--- src/kms_pkg.sv ---
`timescale 1ns / 1ps
`default_nettype none

package kms_pkg;

	// Width and reset value of the num_sources register.
	localparam int               CFG_W                 = 4;
	localparam logic [CFG_W-1:0] CFG_NUM_SOURCES_RESET = 4'd8;

	// Per-source status of the head register.
	typedef enum logic [1:0] {
		ST_WAITING = 2'd0,
		ST_READY   = 2'd1,
		ST_ENDED   = 2'd2
	} kms_status_t;

	typedef enum logic [3:0] {
		S_IDLE  = 4'b0001,
		S_CHECK = 4'b0010,
		S_SCAN  = 4'b0100,
		S_EMIT  = 4'b1000
	} kms_state_t;

	// Controller to datapath.
	typedef struct packed {
		logic in_ready;
		logic scan_start;
		logic scan_step;
		logic emit;
	} kms_cmd_t;

	// Datapath to controller.
	typedef struct packed {
		logic in_fire;
		logic done_sent;
		logic any_waiting;
		logic scan_last;
		logic out_free;
	} kms_stat_t;

endpackage

`default_nettype wire

--- src/kms_in_if.sv ---
`timescale 1ns / 1ps
`default_nettype none

interface kms_in_if #(
	parameter int SRC_W       = 3,
	parameter int VALUE_WIDTH = 32
);
	logic                          valid;
	logic                          ready;
	logic        [SRC_W-1:0]       source;
	logic signed [VALUE_WIDTH-1:0] value;
	logic                          end_of_source;

	modport src (output valid, source, value, end_of_source, input ready);
	modport snk (input valid, source, value, end_of_source, output ready);
	modport mon (input valid, ready, source, value, end_of_source);
endinterface

`default_nettype wire

--- src/kms_out_if.sv ---
`timescale 1ns / 1ps
`default_nettype none

interface kms_out_if #(
	parameter int SRC_W       = 3,
	parameter int VALUE_WIDTH = 32
);
	logic                          valid;
	logic                          ready;
	logic signed [VALUE_WIDTH-1:0] merged_value;
	logic        [SRC_W-1:0]       refill_source;
	logic                          all_done;

	modport src (output valid, merged_value, refill_source, all_done, input ready);
	modport snk (input valid, merged_value, refill_source, all_done, output ready);
	modport mon (input valid, ready, merged_value, refill_source, all_done);
endinterface

`default_nettype wire

--- src/kms_ram.sv ---
`timescale 1ns / 1ps
`default_nettype none

module kms_ram #(
	parameter int WIDTH = 32,
	parameter int DEPTH = 8,
	localparam int AW   = $clog2(DEPTH)
) (
	input  wire logic             clk,
	input  wire logic             we,
	input  wire logic [AW-1:0]    waddr,
	input  wire logic [WIDTH-1:0] wdata,
	input  wire logic             re,
	input  wire logic [AW-1:0]    raddr,
	output      logic [WIDTH-1:0] rdata
);
	logic [WIDTH-1:0] mem [DEPTH];

	always_ff @(posedge clk) begin
		if (we) begin
			mem[waddr] <= wdata;
		end
		if (re) begin
			rdata <= mem[raddr];
		end
	end
endmodule

`default_nettype wire

--- src/kms_ctrl.sv ---
`timescale 1ns / 1ps
`default_nettype none

module kms_ctrl import kms_pkg::*; (
	input  wire logic      clk,
	input  wire logic      arst_n,
	input  wire kms_stat_t stat,
	output      kms_cmd_t  cmd
);
	kms_state_t state_q;
	kms_state_t state_nxt;

	always_comb begin
		cmd       = '0;
		state_nxt = state_q;
		unique case (state_q)
			S_IDLE: begin
				cmd.in_ready = 1'b1;
				if (stat.in_fire) begin
					state_nxt = S_CHECK;
				end
			end
			S_CHECK: begin
				// No result while a live source still owes its next value, nor after the done result.
				if (stat.done_sent || stat.any_waiting) begin
					state_nxt = S_IDLE;
				end else begin
					cmd.scan_start = 1'b1;
					state_nxt      = S_SCAN;
				end
			end
			S_SCAN: begin
				if (stat.scan_last) begin
					state_nxt = S_EMIT;
				end else begin
					cmd.scan_step = 1'b1;
				end
			end
			S_EMIT: begin
				if (stat.out_free) begin
					cmd.emit  = 1'b1;
					state_nxt = S_IDLE;
				end
			end
			default: begin
				state_nxt = S_IDLE;
			end
		endcase
	end

	always_ff @(posedge clk or negedge arst_n) begin
		if (!arst_n) begin
			state_q <= S_IDLE;
		end else begin
			state_q <= state_nxt;
		end
	end
endmodule

`default_nettype wire

--- src/kms_dp.sv ---
`timescale 1ns / 1ps
`default_nettype none

module kms_dp import kms_pkg::*; #(
	parameter int NUM_SOURCES = 8,
	parameter int VALUE_WIDTH = 32,
	localparam int SRC_W      = $clog2(NUM_SOURCES),
	localparam int CNT_W      = $clog2(NUM_SOURCES + 1)
) (
	input  wire logic             clk,
	input  wire logic             arst_n,
	input  wire logic             cfg_wr_en,
	input  wire logic [CFG_W-1:0] cfg_wr_data,
	input  wire kms_cmd_t         cmd,
	output      kms_stat_t        stat,
	kms_in_if.snk                 items,
	kms_out_if.src                results
);
	logic [CFG_W-1:0]       num_sources_q;
	logic [CNT_W-1:0]       n_eff;
	kms_status_t            status_q [NUM_SOURCES];
	logic                   done_sent_q;
	logic [CNT_W-1:0]       cnt_q;
	logic                   rd_vld_s1;
	logic [SRC_W-1:0]       rd_idx_s1;
	logic [VALUE_WIDTH-1:0] rd_data;
	logic                   found_q;
	logic [SRC_W-1:0]       best_idx_q;
	logic [VALUE_WIDTH-1:0] best_val_q;
	logic                   out_valid_q;
	logic [VALUE_WIDTH-1:0] out_value_q;
	logic [SRC_W-1:0]       out_src_q;
	logic                   out_done_q;
	logic                   in_fire;
	logic                   src_ok;
	logic                   take;
	logic                   any_waiting;
	logic                   cmp_hit;

	assign n_eff = (int'(num_sources_q) > NUM_SOURCES) ? CNT_W'(NUM_SOURCES)
		: CNT_W'(num_sources_q);

	assign in_fire = cmd.in_ready & items.valid;
	assign src_ok  = CNT_W'(items.source) < n_eff;
	// Only a live source that is waiting takes the item; everything else drops it.
	assign take    = in_fire & ~done_sent_q & src_ok
		& (status_q[items.source] == ST_WAITING);

	always_comb begin
		any_waiting = 1'b0;
		for (int k = 0; k < NUM_SOURCES; k++) begin
			if ((CNT_W'(k) < n_eff) && (status_q[k] == ST_WAITING)) begin
				any_waiting = 1'b1;
			end
		end
	end

	kms_ram #(
		.WIDTH (VALUE_WIDTH),
		.DEPTH (NUM_SOURCES)
	) u_head_ram (
		.clk   (clk),
		.we    (take & ~items.end_of_source),
		.waddr (items.source),
		.wdata (items.value),
		.re    (cmd.scan_step),
		.raddr (cnt_q[SRC_W-1:0]),
		.rdata (rd_data)
	);

	// Strict less-than while scanning upward keeps ties on the lowest index.
	assign cmp_hit = rd_vld_s1 && (status_q[rd_idx_s1] == ST_READY)
		&& (!found_q || ($signed(rd_data) < $signed(best_val_q)));

	always_ff @(posedge clk or negedge arst_n) begin
		if (!arst_n) begin
			num_sources_q <= CFG_NUM_SOURCES_RESET;
			done_sent_q   <= 1'b0;
			cnt_q         <= '0;
			rd_vld_s1     <= 1'b0;
			found_q       <= 1'b0;
			out_valid_q   <= 1'b0;
			for (int k = 0; k < NUM_SOURCES; k++) begin
				status_q[k] <= ST_WAITING;
			end
		end else begin
			if (cfg_wr_en) begin
				num_sources_q <= cfg_wr_data;
			end
			if (take) begin
				status_q[items.source] <= items.end_of_source ? ST_ENDED : ST_READY;
			end
			if (cmd.scan_start) begin
				cnt_q   <= '0;
				found_q <= 1'b0;
			end else if (cmd.scan_step) begin
				cnt_q <= cnt_q + CNT_W'(1);
			end
			rd_vld_s1 <= cmd.scan_step;
			if (cmp_hit) begin
				found_q <= 1'b1;
			end
			if (cmd.emit) begin
				out_valid_q <= 1'b1;
				if (found_q) begin
					status_q[best_idx_q] <= ST_WAITING;
				end else begin
					done_sent_q <= 1'b1;
				end
			end else if (results.ready) begin
				out_valid_q <= 1'b0;
			end
		end
	end

	always_ff @(posedge clk) begin
		rd_idx_s1 <= cnt_q[SRC_W-1:0];
		if (cmp_hit) begin
			best_idx_q <= rd_idx_s1;
			best_val_q <= rd_data;
		end
		if (cmd.emit) begin
			out_value_q <= found_q ? best_val_q : '0;
			out_src_q   <= found_q ? best_idx_q : '0;
			out_done_q  <= ~found_q;
		end
	end

	assign items.ready           = cmd.in_ready;
	assign results.valid         = out_valid_q;
	assign results.merged_value  = out_value_q;
	assign results.refill_source = out_src_q;
	assign results.all_done      = out_done_q;

	assign stat.in_fire     = in_fire;
	assign stat.done_sent   = done_sent_q;
	assign stat.any_waiting = any_waiting;
	assign stat.scan_last   = (cnt_q == n_eff);
	assign stat.out_free    = ~out_valid_q | results.ready;
endmodule

`default_nettype wire

--- src/kway_merge_select_unit.sv ---
// Channel   Dir  Payload                                    Transfer when
// items     in   source, value, end_of_source               valid && ready
// results   out  merged_value, refill_source, all_done      valid && ready
// cfg       in   cfg_wr_data (num_sources)                  cfg_wr_en
//
// One item at a time: accept, status check, a scan of the head RAM that reads
// one source per cycle, then the result load; an item that yields no result
// goes from the status check straight back to accept.
// The scan length is set by the single read port of the head RAM.
// Reset clears all source states to waiting and restores num_sources.
// A result waits in the output register; a second one holds the emit state.
`timescale 1ns / 1ps
`default_nettype none

module kway_merge_select_unit import kms_pkg::*; #(
	parameter int NUM_SOURCES = 8,
	parameter int VALUE_WIDTH = 32
) (
	input  wire logic             clk,
	input  wire logic             arst_n,
	input  wire logic             cfg_wr_en,
	input  wire logic [CFG_W-1:0] cfg_wr_data,
	kms_in_if.snk                 items,
	kms_out_if.src                results
);
	kms_cmd_t  cmd;
	kms_stat_t stat;

	kms_ctrl u_ctrl (
		.clk    (clk),
		.arst_n (arst_n),
		.stat   (stat),
		.cmd    (cmd)
	);

	kms_dp #(
		.NUM_SOURCES (NUM_SOURCES),
		.VALUE_WIDTH (VALUE_WIDTH)
	) u_dp (
		.clk         (clk),
		.arst_n      (arst_n),
		.cfg_wr_en   (cfg_wr_en),
		.cfg_wr_data (cfg_wr_data),
		.cmd         (cmd),
		.stat        (stat),
		.items       (items),
		.results     (results)
	);
endmodule

`default_nettype wire

--- src/flat_wrapper.sv ---
// flat-port wrapper written by rule: the top's interface ports become plain ports
module kway_merge_select_unit_flat import kms_pkg::*;
#(
	parameter int NUM_SOURCES = 8,
	parameter int VALUE_WIDTH = 32
)
  (clk, arst_n, cfg_wr_en, cfg_wr_data, items_valid, items_source, items_value, items_end_of_source, items_ready, results_valid, results_merged_value, results_refill_source, results_all_done, results_ready);
  kms_in_if #(.SRC_W(3), .VALUE_WIDTH(VALUE_WIDTH)) items_i ();
  kms_out_if #(.SRC_W(3), .VALUE_WIDTH(VALUE_WIDTH)) results_i ();
  input  wire logic clk;
  input  wire logic arst_n;
  input  wire logic cfg_wr_en;
  input  wire logic [CFG_W-1:0] cfg_wr_data;
  input wire logic [$bits(items_i.valid)-1:0] items_valid;
  input wire logic [$bits(items_i.source)-1:0] items_source;
  input wire logic [$bits(items_i.value)-1:0] items_value;
  input wire logic [$bits(items_i.end_of_source)-1:0] items_end_of_source;
  output wire logic [$bits(items_i.ready)-1:0] items_ready;
  output wire logic [$bits(results_i.valid)-1:0] results_valid;
  output wire logic [$bits(results_i.merged_value)-1:0] results_merged_value;
  output wire logic [$bits(results_i.refill_source)-1:0] results_refill_source;
  output wire logic [$bits(results_i.all_done)-1:0] results_all_done;
  input wire logic [$bits(results_i.ready)-1:0] results_ready;
  assign items_i.valid = items_valid;
  assign items_i.source = items_source;
  assign items_i.value = items_value;
  assign items_i.end_of_source = items_end_of_source;
  assign items_ready = items_i.ready;
  assign results_valid = results_i.valid;
  assign results_merged_value = results_i.merged_value;
  assign results_refill_source = results_i.refill_source;
  assign results_all_done = results_i.all_done;
  assign results_i.ready = results_ready;
  kway_merge_select_unit #(.NUM_SOURCES(NUM_SOURCES), .VALUE_WIDTH(VALUE_WIDTH)) u_core (.clk(clk), .arst_n(arst_n), .cfg_wr_en(cfg_wr_en), .cfg_wr_data(cfg_wr_data), .items(items_i), .results(results_i));
endmodule
--- config.mk ---
export PLATFORM = sky130hd
export DESIGN_NAME = kway_merge_select_unit_flat
export DESIGN_NICKNAME = d
export VERILOG_FILES = /design/src/kms_pkg.sv /design/src/kms_in_if.sv /design/src/kms_out_if.sv /design/src/kms_ram.sv /design/src/kms_ctrl.sv /design/src/kms_dp.sv /design/src/kway_merge_select_unit.sv /design/src/flat_wrapper.sv
export SDC_FILE = /design/constraint.sdc
export NUM_CORES = 1
export LEC_CHECK = 0
export BUFFER_PORTS_ARGS = -buffer_cell sky130_fd_sc_hd__buf_4
export CAP_MARGIN = 20
export CORE_UTILIZATION = 45
export CTS_BUF_LIST = sky130_fd_sc_hd__clkbuf_16
export CTS_CLUSTER_SIZE = 8
export DETAILED_ROUTE_END_ITERATION = 12
export PLACE_DENSITY_LB_ADDON = 0.05
export SYNTH_ARGS = -nofsm -noshare
export SYNTH_HDL_FRONTEND = slang
export SYNTH_HIERARCHICAL = 1
export SYNTH_SLANG_ARGS = --single-unit
export TNS_END_PERCENT = 20
--- constraint.sdc ---
create_clock -name clk -period 8.95 [get_ports clk]
set_clock_uncertainty 0.1 [all_clocks]
set_input_delay 0.895 -clock clk [delete_from_list [all_inputs] [get_ports clk]]
set_output_delay 0.895 -clock clk [all_outputs]
set_load 0.02 [all_outputs]
* Word level (Yosys, flattened, before mapping)
Memories as Yosys holds them, arrays and structs flattened. A register that Yosys moved wholly into a read port is not among the register bits.
Index checks and enable logic that the tools add are counted.
** Cells by class
- Div/mod/pow operators :: 0
- Equal/unequal tests :: 9
- Multiply operators :: 0
- Bitwise operators :: 15
- Shift-type cells :: 0
- Reduce and logical (&&, ||, !) cells :: 29
- $lt $le $gt $ge :: 16
- Muxes and demuxes :: 44
- Add/subtract/negate cells :: 1
** Operator list (count)
- two-way mux 16 bit :: 3
- < comparator 32 bit :: 1
- two-way mux 4 bit :: 6
- two-way mux 1 bit :: 21
- zero test 2 bit :: 9
- bitwise AND 16 bit :: 1
- bitwise mux 16 bit :: 1
- < comparator 3 x 4 -> 1 bit, first input constant :: 4
- NOT 16 bit :: 1
- case mux 4 bit (4 select lines) :: 1
- two-way mux 2 bit :: 7
- binary-select mux 2 bit (select 3 bit) :: 2
- demux 2 bit (select 3 bit) :: 2
- greater-or-equal comparator 4 bit, second input constant :: 3
- logical AND 1 bit :: 12
- NOT 3 -> 4 bit :: 3
- < comparator 1 x 4 -> 1 bit, first input constant :: 2
- < comparator 2 x 4 -> 1 bit, first input constant :: 2
- < comparator 4 x 1 -> 1 bit, second input constant :: 2
- nonzero test 2 bit :: 3
- bitwise AND 1 bit :: 5
- adder 4 x 1 -> 4 bit, second input constant :: 1
- equality test 4 x 1 -> 1 bit, second input constant :: 1
- equality test 4 x 2 -> 1 bit, second input constant :: 1
- 15 further kinds :: 20
** Word-level totals
- Bits in latches :: 0
- Input port bits :: 45
- Register bits :: 106
- RAM bits :: 256
- Output and inout bits :: 38
- Memories kept :: 1
- Word-level logic and storage cells :: 136
- ROM bits :: 0
** Memory list
- u_core.u_dp.u_head_ram.mem :: depth 8, width 32, read ports 1, clocked after memory_dff 1, write ports 1, line kms_ram.sv:17 : logic [WIDTH-1:0] mem [DEPTH];

* Logic depth before layout (Yosys ltp)
Gate-level depths: netlist (run 1).
- Depth in word-level cells :: 17
- Gate-level depth with buffers :: 12
- Mapped depth without buffers :: 10

* By module
The synthesis (run 1) kept the hierarchy.
** By module, submodules not included
- kms_ram :: cells each 415, instances 1, seq. area each 8648.3 µm², area an instance 10786.6 µm²
- kms_dp :: cells each 418, instances 1, seq. area each 2894.0 µm², area an instance 4834.6 µm²
- kms_ctrl :: cells each 29, instances 1, seq. area each 101.3 µm², area an instance 264.0 µm²

* Worst setup path after synthesis (run 1)
OpenSTA, ideal clock, no wires.
- Path type :: register to register
- Start point :: register u_core.u_dp.cnt_q[1]
- End point :: register u_core.u_dp.cnt_q[3]
- Period minus slack after synthesis :: 5607 ps
- Library setup time :: 136 ps
- Slack :: 3343 ps
- Required time :: 8714 ps
- Path buffers :: 0
- Data arrival time :: 5371 ps
- Cell stages (with the launch flop) :: 10
- Cells stage by stage :: dfrtp_1 xnor2_1 a31oi_1 o32a_1 nor2_1 nand2b_1 nor4_1 nand4_1 xor2_1 nor2_1
** RTL lines
- start, declared :: line kms_dp.sv:23 : logic [CNT_W-1:0] cnt_q;
- start signal, assigned :: line kms_dp.sv:97 : cnt_q <= cnt_q + CNT_W'(1);

* Worst setup path after layout (run 1)
- Start point :: register u_core.u_ctrl.state_q[1]
- End point :: memory u_core.u_dp.u_head_ram.mem[3][11] (enable)
** On the way
- Cells in the longest elaborated chain, start to end :: 9
** Ends and longest elaborated chain
- start, declared :: line kms_ctrl.sv:10 : kms_state_t state_q;
- start signal, assigned :: line kms_ctrl.sv:55 : state_q <= state_nxt;
- equality test 4 x 1 -> 1 bit :: line kms_ctrl.sv:16 : unique case (state_q)
- two-way mux 1 bit :: line kms_ctrl.sv:16
- bitwise AND 1 bit :: line kms_dp.sv:43 : assign in_fire = cmd.in_ready & items.valid;
- bitwise AND 1 bit (2 in series) :: line kms_dp.sv:46 : assign take = in_fire & ~done_sent_q & src_ok
- bitwise AND 1 bit :: line kms_dp.sv:47 : & (status_q[items.source] == ST_WAITING);
- bitwise AND 1 bit :: line kms_dp.sv:63 : .we (take & ~items.end_of_source),
- two-way mux 1 bit :: line kms_ram.sv:20 : if (we) begin
- two-way mux 1 bit (not written as such) :: line kms_ram.sv:21 : mem[waddr] <= wdata;
- end, declared :: line kms_ram.sv:17
No other way between the ends.

==> impl_metrics.toml, run 1 <==
[yosys]
synth-seq-cells = 394
synth_area_mm2 = 0.0159
ys_top_cells_by_area = "edfxtp_1 68%, mux4_1 6.6%, dfrtp_1 4.7%, mux4_2 3.4%, ha_1 2.7%"
syn-num-nets = 941
synth-edff-count = 359
async_reset_ff_share_pct = 8.12
syn-instance-count = 862
seq_area_frac_synth_pct = 73.3
synth.top_cell.area_share_pct = 67.9
yosys_warnings = 6
synth-main-ff-cell = "edfxtp_1"
yosysTopAreaCell = "edfxtp_1"
synth_cell_type_count = 61
avgSynthCellArea_um2 = 18.4

[place]
pre_cts_ws_ps = 5130
numPlacedInstances = 1381
gp_congestion = 0.845
io_buffers = 82
placed_area_mm2 = 0.0171
dp.final_hpwl_um = 19800

[grt]
grt_pass1_vias = 8375
antenna_found_initial = 2
grt_start_max_net_pins = 69
grt.overflow.total = 0
grt_pass1_wl_um = 49600
grt_use_total_pct = 18.3

[die]
die_x_um = 190
pin_count = 83
rows = 68
die_area_mm2 = 0.0361
start_util_pct = 45.9
core-area_mm2 = 0.0346
fp.dieH_um = 190

[sta]
setup_tns_ps = 0
rsz0062_at_grt = "false"
fin_crit_sh_pct = 37.6
max_slew_margin_pct = 33.5
max_clock_freq_mhz = 297
period_minus_slack_ps = 3360
setup_viol = 0
fin_ws_ps = 5590
worstMarginPinSlew_ps = 997
holdWs_ps = 163
maxSlewViolCount = 0
hold_violations = 0

[routing]
routedWlPerCell_um = 21.9
dr_total_vias = 8037
drtIter0Drc = 541
viasPerCell = 5.50
routed_wirelength_um = 32000
antenna_left = 0
drt_pass1_iterations = 5
drc = 0

[power_and_ir_drop]
peakVddDrop_uv = 176
switchingPower_mw = 1.10
power.share.clock_pct = 40.1
power.share.switching_pct = 23.9
cellPowerDensity_mw_per_mm2 = 246
power.total_mw = 4.61
leakagePower_nw = 6.53
power.internal_mw = 3.51
comb_power_share_pct = 12.2
p_seq_share_pct = 47.7

[cells_and_area]
mostFrequentLayoutCells = "359 x edfxtp_1, 89 x buf_4, 59 x inv_1"
nNetsFinal = 1065
drive_gt1_share_pct = 23.9
area_growth_pct = 17.9
final_common_cell = "edfxtp_1"
stdcell_count = 1462
diodes = 0
fin_area_mm2 = 0.0187
fin_util_pct = 54.1

[clock_tree]
cts_resized = 0
cts.sinks = 394
htreeDepth = 2
clk_latency_ps = 570
cts_tree = "built"
cts_buffers = 55
cts_buffer_depth = 3
root_buffer = "clkbuf_16"
cts_setup_buffers = 0
cts.hold.buffers_added = 0
clkTransAtPathRegs_ps = 50

[setup_path]
crit_fanout = 17
crit_type = "reg -> reg"
r2r-start = "u_core/u_ctrl/state_q[1]"
crit_path_start_kind = "register"
endpoint_kind = "register"
critPathArrivalTime_ps = 3530
cp-startpoint = "u_core/u_ctrl/state_q[1]"
critical_path_required_ps = 9120

[status]
status = "completed"

[job]
cap_violations = 0

[min_path]
hold_path.class = "in -> async"
[layer usage]
layer  track usage (%)  vias to the layer above  part of all wire [%]  wire (µm)
li1                  -                     3663                     -          -
met1              24.9                     4104                    44      14100
met2              29.9                      208                    49      15600
met3              3.65                       60                   5.1       1630
met4              5.24                        2                   2.2        699
met5                 0                        -                 0.034         11
[area by class of cell]
class	instances	area (µm²)
well taps	455	569
inverters	41	154
flip-flops and latches	394	11600
clock inverters	22	148
fillers	2726	15900
multi-input cells	396	3950
repair buffers	98	855
clock buffers	56	1400
[final timing paths]
kind / slack (ps) / to / depth (start not counted)
max in group asynchronous: 8240 / u_core/u_dp/cnt_q[0] / 1
worst min-delay path: 160 / u_core/u_ctrl/state_q[3] / 1
worst min register to register: 350 / u_core/u_dp/best_val_q[16] / 0
worst max-delay path: 5590 / u_core/u_dp/u_head_ram/mem[3][11] / 9
worst max register to register: 5590 / u_core/u_dp/u_head_ram/mem[3][11] / 9
min in group clk: 350 / u_core/u_dp/best_val_q[16] / 0
[power groups by stage]
stage	combinational (mW)	sequential, mW	clock, mW
detailed placement	0.561	2.23	0
finish	0.561	2.20	1.85
global route	0.611	2.21	1.98
CTS	0.563	2.20	1.90
global placement	0.545	2.23	0
floorplan	0.442	2.18	0
[sequential cells by signal, indices dropped and copies added, names as in the netlist, 3 cells and up]
| signal | cells |
|---|---|
| u_core/u_ctrl/state_q | 4 |
| u_core/u_dp/u_head_ram/mem | 256 |
| u_core/u_dp/status_q | 16 |
| u_core/u_dp/results.merged_value | 32 |
| u_core/u_dp/u_head_ram/rdata | 32 |
| u_core/u_dp/best_val_q | 32 |
| u_core/u_dp/num_sources_q | 4 |
| u_core/u_dp/cnt_q | 4 |
| u_core/u_dp/results.refill_source | 3 |
| u_core/u_dp/rd_idx_s1 | 3 |
| u_core/u_dp/best_idx_q | 3 |
[critical path, cell delays in order, from the launching register on]
cell,delay [ps]
dfrtp_1,460
nor2_1,190
nand3_1,150
inv_1,100
nand2_1,150
a2111oi_4,540
and3_1,270
nand2b_1,240
nor2_4,590
buf_16,250
[cell usage after synthesis (2+ instances only)]
cell type  count
dfstp_2        2
mux2_2        36
o22ai_1        2
clkbuf_1       6
nor3_1        12
buf_2          7
o221ai_1       3
xor2_1         2
a21o_1         3
nand2b_1      12
edfxtp_1     359
nor2_1        64
inv_1         40
nor3b_1        6
and2_1         4
nor2b_1        4
and3_1         3
buf_6          8
nand3b_1       2
ha_1          34
dfrtp_1       30
a211oi_1       3
o21ai_1       19
xnor2_1        3
nand4_2        2
o21a_1         2
nand4_1       12
nand2_1       44
a31oi_1        5
o21ai_0        8
a21oi_1       16
mux4_2        24
mux4_1        40
buf_4          6
dfxtp_1        3
buf_1          4
nand3_1        8
[cell families (layout without fill, tap and decap cells)]
group	Yosys count	in the layout	synth area share, %
and+or+nand+nor	182	182	5.73
buffers and inverters	72	217	2.28
xor gates and xnor gates	5	5	0.276
muxes	101	101	12.6
DFF	394	394	73.3
AOI/OAI and AO/OA	74	74	3.11
adders and majority gates	34	34	2.68
(Power assumes the default switching activity.)
==> run 2, diff against run 1 <==
==> constraint.sdc (replaced) <==
create_clock -name clk -period 3.1 [get_ports clk]
set_clock_uncertainty 0.1 [all_clocks]
set_input_delay 0.31 -clock clk [delete_from_list [all_inputs] [get_ports clk]]
set_output_delay 0.31 -clock clk [all_outputs]
set_load 0.02 [all_outputs]
==> impl_metrics.toml, run 2 (synthesized netlist as in run 1, its figures left out) <==
[cells_and_area]
final_common_cell = "edfxtp_1"
area_growth_pct = 21.2
stdcell_count = 1514
mostFrequentLayoutCells = "359 x edfxtp_1, 95 x buf_4, 60 x inv_1"
multi_input_area_mm2 = 0.00400
nNetsFinal = 1117
largest_reg_flops = 256
fillers = 2701
seqCellArea_mm2 = 0.0116
top_register = "u_core/u_dp/u_head_ram/mem"
drive_gt1_share_pct = 23.8
diodes = 0

[sta]
fin_crit_sh_pct = 95.3
maxSlewViolCount = 0
setup_viol = 0
worstMarginPinSlew_ps = 989
max_clock_freq_mhz = 339
rsz0062_at_grt = "false"
max_slew_margin_pct = 34.1
fin_ws_ps = 146
period_minus_slack_ps = 2950
hold_violations = 0

[setup_path]
critPathBufInv = 1
critical_path_required_ps = 3270
endpoint_kind = "register"
r2r_cells = 9
cp.depth = 9
crit_fanout = 16
slowest_stage = "dfstp_2"
cp-endpoint = "u_core/u_dp/u_head_ram/mem[4][9]"
rrSetupSlack_ps = 150
rr_endpoint = "u_core/u_dp/u_head_ram/mem[4][9]"
crit_path_start_kind = "register"
crit_type = "reg -> reg"
critical_path.cell_chain = "nand2b_4 > ha_1 > a21o_1 > a21oi_2 > o22a_4 > and3_4 > nand2_1 > nor3_4 > buf_12"
critPathArrivalTime_ps = 3130
cp-startpoint = "u_core/u_dp/num_sources_q[3]"
critPathMaxStageDelay_ps = 620
r2r-start = "u_core/u_dp/num_sources_q[3]"
crit_family = "simple AND/OR/NAND/NOR gates"

[clock_tree]
cts_buffer_depth = 3
cts_tree = "built"
clkTransAtPathRegs_ps = 50
root_buffer = "clkbuf_16"
htreeDepth = 2
cts.sinks = 394
cts_setup_buffers = 0
cts_buffers = 55
clk_latency_ps = 570

[grt]
grt_use_total_pct = 18.4
grt_pass1_wl_um = 49500
antenna_found_initial = 0
grt_pass1_vias = 8610
grt_start_max_net_pins = 67
grt.overflow.total = 0

[place]
io_buffers = 82
gp_congestion = 0.817
numPlacedInstances = 1393
pre_cts_ws_ps = 173
dp.final_hpwl_um = 19200

[min_path]
hold_path.class = "in -> reg"
min_from = "items_source[1]"
hold_depth = 3

[routing]
met3_length_um = 1430
routed_wirelength_um = 32000
drt_pass1_iterations = 5
antenna_left = 0
routed.top_layer = "met4"
wl_met2_um = 15500
drtIter0Drc = 418
wl_met1_um = 14300
drc = 0
routedWlPerCell_um = 21.1
dr_total_vias = 8198
viasPerCell = 5.41

[die]
die_area_mm2 = 0.0361
pin_count = 83
die_x_um = 190
rows = 68
core-area_mm2 = 0.0346
start_util_pct = 45.9
fp.dieH_um = 190

[power_and_ir_drop]
leakagePower_nw = 6.75
cellPowerDensity_mw_per_mm2 = 686
peakVddDrop_uv = 457

[job]
cap_violations = 0

[status]
status = "completed"
==> run 2: changes by cell type in the layout (fill, tap and decap cells not counted), sizes merged <==
cell,before,now
dlygate4sd3,0,43
buf,98,107
inv,59,62
bufinv,1,0
clkbuf,56,55
clkinv,3,2
==> run 2: area by class of cell <==
type	instances	area share [%]
clock inverters	23	0.585
clock buffers	55	7.15
flip-flops and latches	394	60.5
multi-input cells	396	20.8
well taps	455	2.96
inverters	41	0.800
repair buffers	150	7.19
==> run 2: worst min-delay path, cell delays in order <==
cell and delay, ps:
buf_4 190, nand3_1 100, o21ai_1 60
==> run 2: metal layers <==
layer / vias up / global-route usage, %
met2: 178 / 29.9
li1: 3773 / -
met3: 57 / 3.76
met1: 4190 / 24.8
met4: 0 / 6.11
met5: - / 0
==> run 2: where the power goes <==
| group | switching (mW) | internal [mW] | total (mW) |
|---|---|---|---|
| clock network | 2.02 | 3.12 | 5.15 |
| logic | 0.920 | 0.841 | 1.76 |
| registers | 0.207 | 6.08 | 6.29 |
| total | 3.15 | 10.0 | 13.2 |
==> run 2: worst min path at each step <==
stage / to / slack [ps]
2_1_floorplan: u_core/u_ctrl/state_q[1] / -90
3_3_place_gp: u_core/u_dp/results.valid / 170
3_5_place_dp: u_core/u_dp/results.valid / 180
4_1_cts: u_core/u_dp/status_q[0] / 5
5_1_grt: u_core/u_dp/status_q[0] / 20
6_report: u_core/u_dp/status_q[0] / 40
==> run 2: what timing repair did <==
item                                   CTS  global route
gates resized for setup                  0             0
endpoints found under the hold margin  298             0
hold buffers                            43             0
==> run 2: stage by stage <==
stage	util (%)	instance area [µm²]	TNS (ps)	power [mW]	hold WS (ps)
final	55.6	19200	0	13.2	41.8
after global routing	55.6	19200	0	13.7	18.9
after CTS	55.6	19200	0	13.4	4.59
after detailed placement	50.0	17300	0	8.12	185
after global placement	50.0	17300	0	8.07	170
after floorplan	-	15900	-134930	7.59	-85.6
==> run 3, diff against run 2 <==
--- a/config.mk
+++ b/config.mk
@@ -14,6 +14,5 @@
 export PLACE_DENSITY_LB_ADDON = 0.05
 export SYNTH_ARGS = -nofsm -noshare
 export SYNTH_HDL_FRONTEND = slang
-export SYNTH_HIERARCHICAL = 1
 export SYNTH_SLANG_ARGS = --single-unit
 export TNS_END_PERCENT = 20
==> constraint.sdc (replaced) <==
create_clock -name clk -period 2.9 [get_ports clk]
set_clock_uncertainty 0.1 [all_clocks]
set_input_delay 0.29 -clock clk [delete_from_list [all_inputs] [get_ports clk]]
set_output_delay 0.29 -clock clk [all_outputs]
set_load 0.02 [all_outputs]
==> impl_metrics.toml, run 3 <==
[routing]
drtIter0Drc = 482
routedWlPerCell_um = 22.7
antenna_left = 0
viasPerCell = 5.46
drc = 0
routed_wirelength_um = 34300
drt_pass1_iterations = 5
dr_total_vias = 8257

[cells_and_area]
largest_reg_flops = 256
mostFrequentLayoutCells = "359 x edfxtp_1, 134 x buf_4, 64 x mux4_2"
drive_gt1_share_pct = 32.4
final_common_cell = "edfxtp_1"
nNetsFinal = 1132
area_growth_pct = 24.9
diodes = 0
fin_util_pct = 57.5
top_register = "u_core.u_dp.u_head_ram.mem"

[sta]
fin_crit_sh_pct = 94.9
setup_viol = 0
holdWs_ps = 54.9
worstMarginPinSlew_ps = 758
hold_violations = 0
setup_tns_ps = 0
max_clock_freq_mhz = 363
maxSlewViolCount = 0
max_slew_margin_pct = 49.4
fin_ws_ps = 147
period_minus_slack_ps = 2750
rsz0062_at_grt = "false"

[yosys]
synthTopCellsByCount = "359 x edfxtp_1, 64 x mux4_2, 60 x nor2_1"
yosysTopAreaCell = "edfxtp_1"
synth-main-ff-cell = "edfxtp_1"
yosys_warnings = 0
ys_top_cells_by_area = "edfxtp_1 69%, mux4_2 9.3%, dfrtp_1 4.8%, ha_1 2.7%, mux2_2 2.6%"
async_reset_ff_share_pct = 8.12
syn-num-nets = 905
synth-seq-cells = 394
synth-edff-count = 359
syn-instance-count = 826
synth_area_mm2 = 0.0156
seq_area_frac_synth_pct = 74.9
synth.top_cell.area_share_pct = 69.3
synth_most_common_cell = "edfxtp_1"
avgSynthCellArea_um2 = 18.8
synth_cell_type_count = 63

[grt]
antenna_found_initial = 1
met2_usage_pct = 32.9
gr-max-usage-layer = "met2"
grt_pass1_vias = 8835
grt_pass1_wl_um = 52700
grt.overflow.total = 0
grt_use_met3_pct = 3.03
grt_use_total_pct = 20.2
grt_start_max_net_pins = 69
use_met1_pct = 28.5

[setup_path]
critical_path_required_ps = 3060
crit_path_start_kind = "register"
crit_fanout = 17
crit_type = "reg -> reg"
critPathArrivalTime_ps = 2920
endpoint_kind = "register"

[clock_tree]
cts.sinks = 394
htreeDepth = 2
cts_tree = "built"
clkTransAtPathRegs_ps = 50
cts_buffers = 55
clk_latency_ps = 570
cts_buffer_depth = 3
root_buffer = "clkbuf_16"

[power_and_ir_drop]
leakagePower_nw = 6.73
power.internal_mw = 10.8
comb_power_share_pct = 13.0
cellPowerDensity_mw_per_mm2 = 721
peakVddDrop_uv = 535
power.share.switching_pct = 22.7
power.share.clock_pct = 39.9
p_seq_share_pct = 47.1
switchingPower_mw = 3.18

[die]
fp.dieH_um = 188
start_util_pct = 46.0
rows = 67
die_x_um = 188
pin_count = 83
core-area_mm2 = 0.0338
die_area_mm2 = 0.0353

[min_path]
hold_path.class = "in -> reg"

[place]
gp_congestion = 0.806
dp.final_hpwl_um = 21200
io_buffers = 82
pre_cts_ws_ps = -453

[status]
status = "completed"

[job]
cap_violations = 0
-- run 3: cell types whose count changed after synthesis, moves of 5 or more --
cell	before	now
o21ai_1	19	1
mux4_2	24	64
mux4_1	40	0
nand2b_1	12	6
nand2_1	44	22
a21oi_1	16	21
nand4_1	12	2
buf_4	6	0
a22o_1	0	14
buf_2	7	12
buf_6	8	0
nor3_1	12	6
-- run 3: cell type report --
| type | instances | area, µm² |
|---|---|---|
| clock buffer | 55 | 1380 |
| clock inverter | 12 | 108 |
| fill | 2534 | 14400 |
| inverter | 40 | 150 |
| multi-input combinational | 366 | 3800 |
| sequential | 394 | 11600 |
| tap | 448 | 561 |
| timing repair buffer | 196 | 1790 |
-- run 3: critical path, cell delays in order, from the launching register on --
cell	delay (ps)
dfstp_2	560
nor4b_4	260
and2_1	180
nor2b_2	250
o221ai_4	180
or3_4	440
nor2_4	240
buf_12	210
-- run 3: per-layer routing --
metal	part of all wire [%]	up-vias
met5	0	-
met4	1.8	0
met3	4.2	52
met2	48	200
met1	46	4289
li1	-	3716
-- run 3: stage by stage --
step	cell area [µm²]	total power [mW]	cells
finish	19400	14.0	1511
floorplan	15700	7.82	826
global placement	17400	8.47	1394
detailed placement	17400	8.48	1394
global route	19400	14.6	1511
CTS	19400	14.2	1510
-- run 3: final timing paths --
path	start	end	slack [ps]	cells past startpoint
setup / recovery	u_core.u_ctrl.state_q[0]	u_core.u_dp.u_head_ram.mem[1][12]	150	7
hold / removal	items_source[2]	u_core.u_dp.status_q[13]	50	3
setup reg to reg	u_core.u_ctrl.state_q[0]	u_core.u_dp.u_head_ram.mem[1][12]	150	7
hold reg to reg	u_core.u_dp.u_head_ram.rdata[25]	u_core.u_dp.best_val_q[25]	360	0
max in group asynchronous	arst_n	u_core.u_dp.cnt_q[0]	2220	2
min in group asynchronous	arst_n	u_core.u_dp.status_q[5]	140	2
-- run 3: repair_timing --
| action | in CTS | in global routing |
|---|---|---|
| endpoints found under the hold margin | 297 | 0 |
| gates cloned | 1 | 0 |
| pin swaps | 1 | 1 |
| hold buffers | 46 | 0 |
| setup buffers | 2 | 1 |
| gates resized for setup | 1 | 3 |
| setup endpoints to repair | 35 | 35 |
-- run 3: power groups by stage --
stage               sequential [mW]  combinational [mW]  clock (mW)
finish                         6.60                1.83        5.59
CTS                            6.59                1.86        5.72
global route                   6.61                2.00        5.95
global placement               6.68                1.78           0
detailed placement             6.69                1.79           0
floorplan                      6.67                1.15           0
-- run 3: cells by family after synthesis --
group                      Yosys count  synth area share, %
and+or+nand+nor                    143                 4.80
muxes                              101                 11.9
buffers and inverters               67                 1.71
DFF                                394                 74.9
adders and majority gates           34                 2.73
AOI/OAI and AO/OA                   83                 3.73
xor gates and xnor gates             4                0.225
